<file path="src/sv/assert_macros.svh">
// Assertion helper macros for the cache block.
// No dependencies; taken in by files that carry concurrent checks.
`ifndef ASSERT_MACROS_SVH
`define ASSERT_MACROS_SVH
`ifndef ASSERT_OFF
// Same-cycle implication, disabled during reset
`define ASSERT_IMPLY(lbl, clk, rst, ante, cons) \
   lbl: assert property (@(posedge clk) disable iff (rst) (ante) |-> (cons)) \
      else $error("cache check failed");
// Next-cycle implication, disabled during reset
`define ASSERT_NEXT(lbl, clk, rst, ante, cons) \
   lbl: assert property (@(posedge clk) disable iff (rst) (ante) |=> (cons)) \
      else $error("cache check failed");
`else
`define ASSERT_IMPLY(lbl, clk, rst, ante, cons)
`define ASSERT_NEXT(lbl, clk, rst, ante, cons)
`endif
`endif

</file>
<file path="src/sv/sac_pkg.sv">
// Shared constants and controller/datapath interface types for the cache.
// No dependencies.
`default_nettype none
package sac_pkg;
   localparam int DEF_ADDR_BITS        = 16;
   localparam int DEF_MAX_WAYS         = 8;
   localparam int DEF_MAX_SETS         = 64;
   localparam int DEF_MAX_ACCESS_BYTES = 8;
   localparam int LINE_LOG2_LIMIT      = 6;

   // configuration register indexes
   localparam logic [1:0] REG_LINE_LOG2 = 2'd0;
   localparam logic [1:0] REG_SET_LOG2  = 2'd1;
   localparam logic [1:0] REG_WAYS      = 2'd2;

   // floor of log2, for elaboration-time sizing
   function automatic int floor_log2(input int v);
      int k;
      k = 0;
      while ((k < 30) && ((1 << (k + 1)) <= v)) k++;
      return k;
   endfunction

   typedef struct packed {
      logic load_item;  // latch the word and read its set row
      logic look;       // compare tags, choose way
      logic upd;        // write back the set row
      logic mem_op;     // one byte read or write
      logic done;       // present the result
      logic clr_step;   // clear one memory byte
   } sac_cmd_type;

   typedef struct packed {
      logic clr_last;
      logic byte_last;
      logic no_bytes;
   } sac_sts_type;
endpackage
`default_nettype wire

</file>
<file path="src/sv/sac_ctrl.sv">
// Sequencing state machine for the cache: clear, lookup, row update, byte loop.
// Depends on sac_pkg.
`default_nettype none
module sac_ctrl import sac_pkg::*; (
   input  wire logic        clock,
   input  wire logic        reset,
   input  wire logic        start,
   output logic             busy,
   output sac_cmd_type      cmd,
   input  wire sac_sts_type sts
);
   localparam logic [2:0] S_CLR   = 3'd0;
   localparam logic [2:0] S_IDLE  = 3'd1;
   localparam logic [2:0] S_LOOK  = 3'd2;
   localparam logic [2:0] S_UPD   = 3'd3;
   localparam logic [2:0] S_BYTE  = 3'd4;
   localparam logic [2:0] S_DRAIN = 3'd5;
   localparam logic [2:0] S_FIN   = 3'd6;

   logic [2:0] state_ff, state_in;

   // next state and commands
   always_comb begin
      state_in = state_ff;
      cmd      = '0;
      unique case (state_ff)
         S_CLR: begin
            cmd.clr_step = 1'b1;
            if (sts.clr_last) state_in = S_IDLE;
         end
         S_IDLE: begin
            if (start) begin
               cmd.load_item = 1'b1;
               state_in      = S_LOOK;
            end
         end
         S_LOOK: begin
            cmd.look = 1'b1;
            state_in = S_UPD;
         end
         S_UPD: begin
            cmd.upd  = 1'b1;
            state_in = sts.no_bytes ? S_FIN : S_BYTE;
         end
         S_BYTE: begin
            cmd.mem_op = 1'b1;
            if (sts.byte_last) state_in = S_DRAIN;
         end
         S_DRAIN: begin
            state_in = S_FIN;
         end
         S_FIN: begin
            cmd.done = 1'b1;
            state_in = S_IDLE;
         end
         default: begin
            state_in = S_IDLE;
         end
      endcase
   end

   always_ff @(posedge clock) begin
      if (reset) begin
         state_ff <= S_CLR;
      end else begin
         state_ff <= state_in;
      end
   end

   assign busy = (state_ff != S_IDLE);
endmodule
`default_nettype wire

</file>
<file path="config.mk">
export PLATFORM = sky130hd
export DESIGN_NAME = sac_ctrl
export DESIGN_NICKNAME = d
export VERILOG_FILES = /design/src/sv/assert_macros.svh /design/src/sv/sac_pkg.sv /design/src/sv/sac_ctrl.sv
export SDC_FILE = /design/constraint.sdc
export NUM_CORES = 1
export LEC_CHECK = 0
export BUFFER_PORTS_ARGS = -buffer_cell sky130_fd_sc_hd__clkbuf_2
export CAP_MARGIN = 10
export CORE_AREA = 3 3 40 42
export CTS_BUF_LIST = sky130_fd_sc_hd__clkbuf_8 sky130_fd_sc_hd__clkbuf_16
export DETAILED_ROUTE_END_ITERATION = 8
export DIE_AREA = 0 0 43 45
export PLACE_DENSITY = 0.45
export SLEW_MARGIN = 20
export SYNTH_ARGS = -nofsm -noshare
export SYNTH_HDL_FRONTEND = slang
export SYNTH_SLANG_ARGS = --single-unit
export TNS_END_PERCENT = 100
</file>
<file path="constraint.sdc">
create_clock -name clock -period 2.1 [get_ports clock]
set_input_delay 0.21 -clock clock [delete_from_list [all_inputs] [get_ports clock]]
set_output_delay 0.21 -clock clock [all_outputs]
set_load 0.01 [all_outputs]
</file>
==> impl_results.md <==
* Clk slew on worst S/H paths at 0.03 ns
* Cell Count, Final, Fillers Out at 64
* Worst slew margin at 65.6%
* Cell family with most CP delay: flip-flops
* Post-Place Cell Area at 370 um2
* CP max FO at 12
* Fin crit period at 1.58 ns
* Biggest register: state_ff
* Core region area at 1280 um2
* Hold buffer count at cts at 0
* Cell Area, Synth at 302 um2
* Max Slew Vio Count at 0
* Worst setup margin at 0.518 ns
* Worst skew pair latency at 0.21 ns
* ANT nets after route at 0
* R2R setup slack at 0.52 ns
* CP Launch Type: flop
* Vias/cell at 4.91
* Via count at 314
* Clock Sinks at 3
* Routed met1 length at 376 um
* Max stage delay on crit path at 0.59 ns
* Final hold violation count at 0
* Die footprint at 1940 um2
* Metal2 WL at 301 um
* Seq/Total Area, Yosys at 19.9%
* CP required at 2.21 ns
* Hold path cells at 2
* TritonRoute pass-1 iters at 4
* Antenna cell count at 0
* Critical path class: reg2reg
* Register area at 60.1 um2
* IO buf count at 12
* Worst-case vdd ir drop at 439 uV
* Pwr Total at 0.000668 W
* R2R Path Start: state_ff[2]$_SDFFE_PP0P_
* PD cells at 1610 nW/um2
* Area growth, synth to finish at 37.8%
* Cells after Synth at 35
* HP Start: reset
* Critical Path AT at 1.69 ns
* Clock Tree Buf Depth at 2
* WL final at 772 um
* Most frequent cell after synthesis: dfxtp_1
* GP Congestion at 0.705
* Fill count at 150
* Final period utilization at 75.3%
* Tightest Pin Transition at 0.515 ns
* Global-route wire length before repair at 1350 um
* CTS tree: done
* Met3 routed WL at 65 um
* Final nets at 57
* Setup Slack @ Placement at 0.499 ns
* Top-area cell type share of the netlist area at 19.9%
* Row count at 13
* Synthesis Warnings at 0
* Status: completed
* Syn Area/Cell at 8.62 um2
* Layout Skew at 0.0000685 ns
* Avg WL per Cell at 12.1 um
* Post-synth EDFFs at 0
* Setup crit end kind: flop
* CTS Buf Count at 3
* Hold endpoint: state_ff[2]$_SDFFE_PP0P_
* Initial antenna violation count at 0
* LEAKAGE at 0.182 nW
* RR Endpoint: state_ff[1]$_SDFFE_PP0P_
* CTS resizes at 0
* Syn nets at 42
* Placed insts at 60
* Worst Hold Class: in2reg
* #FFs+latches synth at 3
* CP max-delay cell: dfxtp_1
* Tot GR Track Use at 9.57%
* Top sig layer: met4
* CTS root buffer: clkbuf_8
* Unrepaired setup endpoints after global routing: false
* Async set-or-reset flop fraction in the synthesized netlist at 0%
* Sum of buffers and inverters on the critical path at 1
* Share of cells above drive strength 1 at 44.9%
* Largest net degree at the start of global routing at 15
* Detail Placement HPWL at 591 um
* Setup TNS at 0 ns
* Setup Viol. Count Final at 0
* Setup bufs post-CTS at 0
* Max Clock Freq at 0.632 GHz
* Largest registers: state_ff x3
* DR iter-0 viols at 1
* Initial Util at 23.5%
* Area leader, netlist: dfxtp_1
* Die W at 43 um
* Grt total ovfl at 0
* DRC at 0
* Multi-input logic area at 216 um2
* Design Area, Final at 415 um2
* CP cell instances: ha_1 > inv_1 > a31oi_1 > a2bb2oi_1 > nor4_1
* Max FFs per register at 3
* Top_reg_cell synth: dfxtp_1
* Unique masters post-synth at 26
* Worst reg-to-reg path cell count at 5
* Synth top area cells: dfxtp_1, a2111oi_4, a221oi_2
* Max Cap Viol at 0
* Die height at 45 um
* H-tree levels at 1
* IO Pins at 13
* Vias in the first global route at 318
==> worst max path at each step <==
stage | startpoint | end | slack, ns | cells after the start
after detailed placement | state_ff[2]$_SDFFE_PP0P_ | state_ff[1]$_SDFFE_PP0P_ | 0.50 | 5
after global routing | state_ff[2]$_SDFFE_PP0P_ | state_ff[1]$_SDFFE_PP0P_ | 0.31 | 5
after global placement | state_ff[0]$_SDFFE_PP0P_ | state_ff[0]$_SDFFE_PP0P_ | 0.56 | 4
after CTS | state_ff[2]$_SDFFE_PP0P_ | state_ff[1]$_SDFFE_PP0P_ | 0.49 | 5
final | state_ff[2]$_SDFFE_PP0P_ | state_ff[1]$_SDFFE_PP0P_ | 0.52 | 5
after floorplan | state_ff[1]$_SDFFE_PP0P_ | state_ff[2]$_SDFFE_PP0P_ | 0.68 | 7
==> cell type report <==
type | count | share of cell area, %
clock buffers | 3 | 9.94
clock inverters | 1 | 0.904
inverters | 2 | 1.81
multi-input cells | 27 | 52.1
flip-flops and latches | 3 | 14.5
well taps | 15 | 4.52
repair buffers | 13 | 16.3
==> logic make-up after synthesis <==
logic type | Yosys count | share of synthesized area (%)
flops | 3 | 19.9
buf+inv | 5 | 8.30
mux | 1 | 3.32
compound gates | 10 | 31.1
fa+ha+maj | 1 | 4.15
simple gates | 15 | 33.2
==> layer usage <==
layer | track usage [%] | vias to the layer above
li1 | - | 156
met3 | 3.98 | 4
met5 | 0 | -
met4 | 7.23 | 0
met2 | 13.8 | 14
met1 | 11.3 | 140
==> worst register-to-register path, cell delays in order (launching register included) <==
cell	delay [ns]
dfxtp_1	0.59
ha_1	0.33
inv_1	0.12
a31oi_1	0.10
a2bb2oi_1	0.14
nor4_1	0.19
==> cell usage in the layout, fill, tap and decap left out, types with 2 or more instances in the layout <==
cell       n
clkbuf_2  12
clkbuf_8   3
dfxtp_1    3
inv_1      3
nand2_1    2
nor2_2     2
nor3_1     2
nor3b_1    2
o21ai_0    2
==> per-stage QoR <==
stage / hold WS (ns) / utilization (%)
4_1_cts: 0.196 / 32.3
5_1_grt: 0.221 / 32.3
3_5_place_dp: 0.418 / 28.8
3_3_place_gp: 0.417 / 28.8
2_1_floorplan: 0.276 / -
6_report: 0.201 / 32.3
==> power breakdown <==
part	total, W	leakage (nW)	internal [W]	switching [W]
Sequential	0.000151	0.0247	0.0000804	0.0000701
Clock	0.000160	0.0269	0.000124	0.0000355
Combinational	0.000358	0.131	0.000172	0.000185
(Power assumes the default switching activity.)
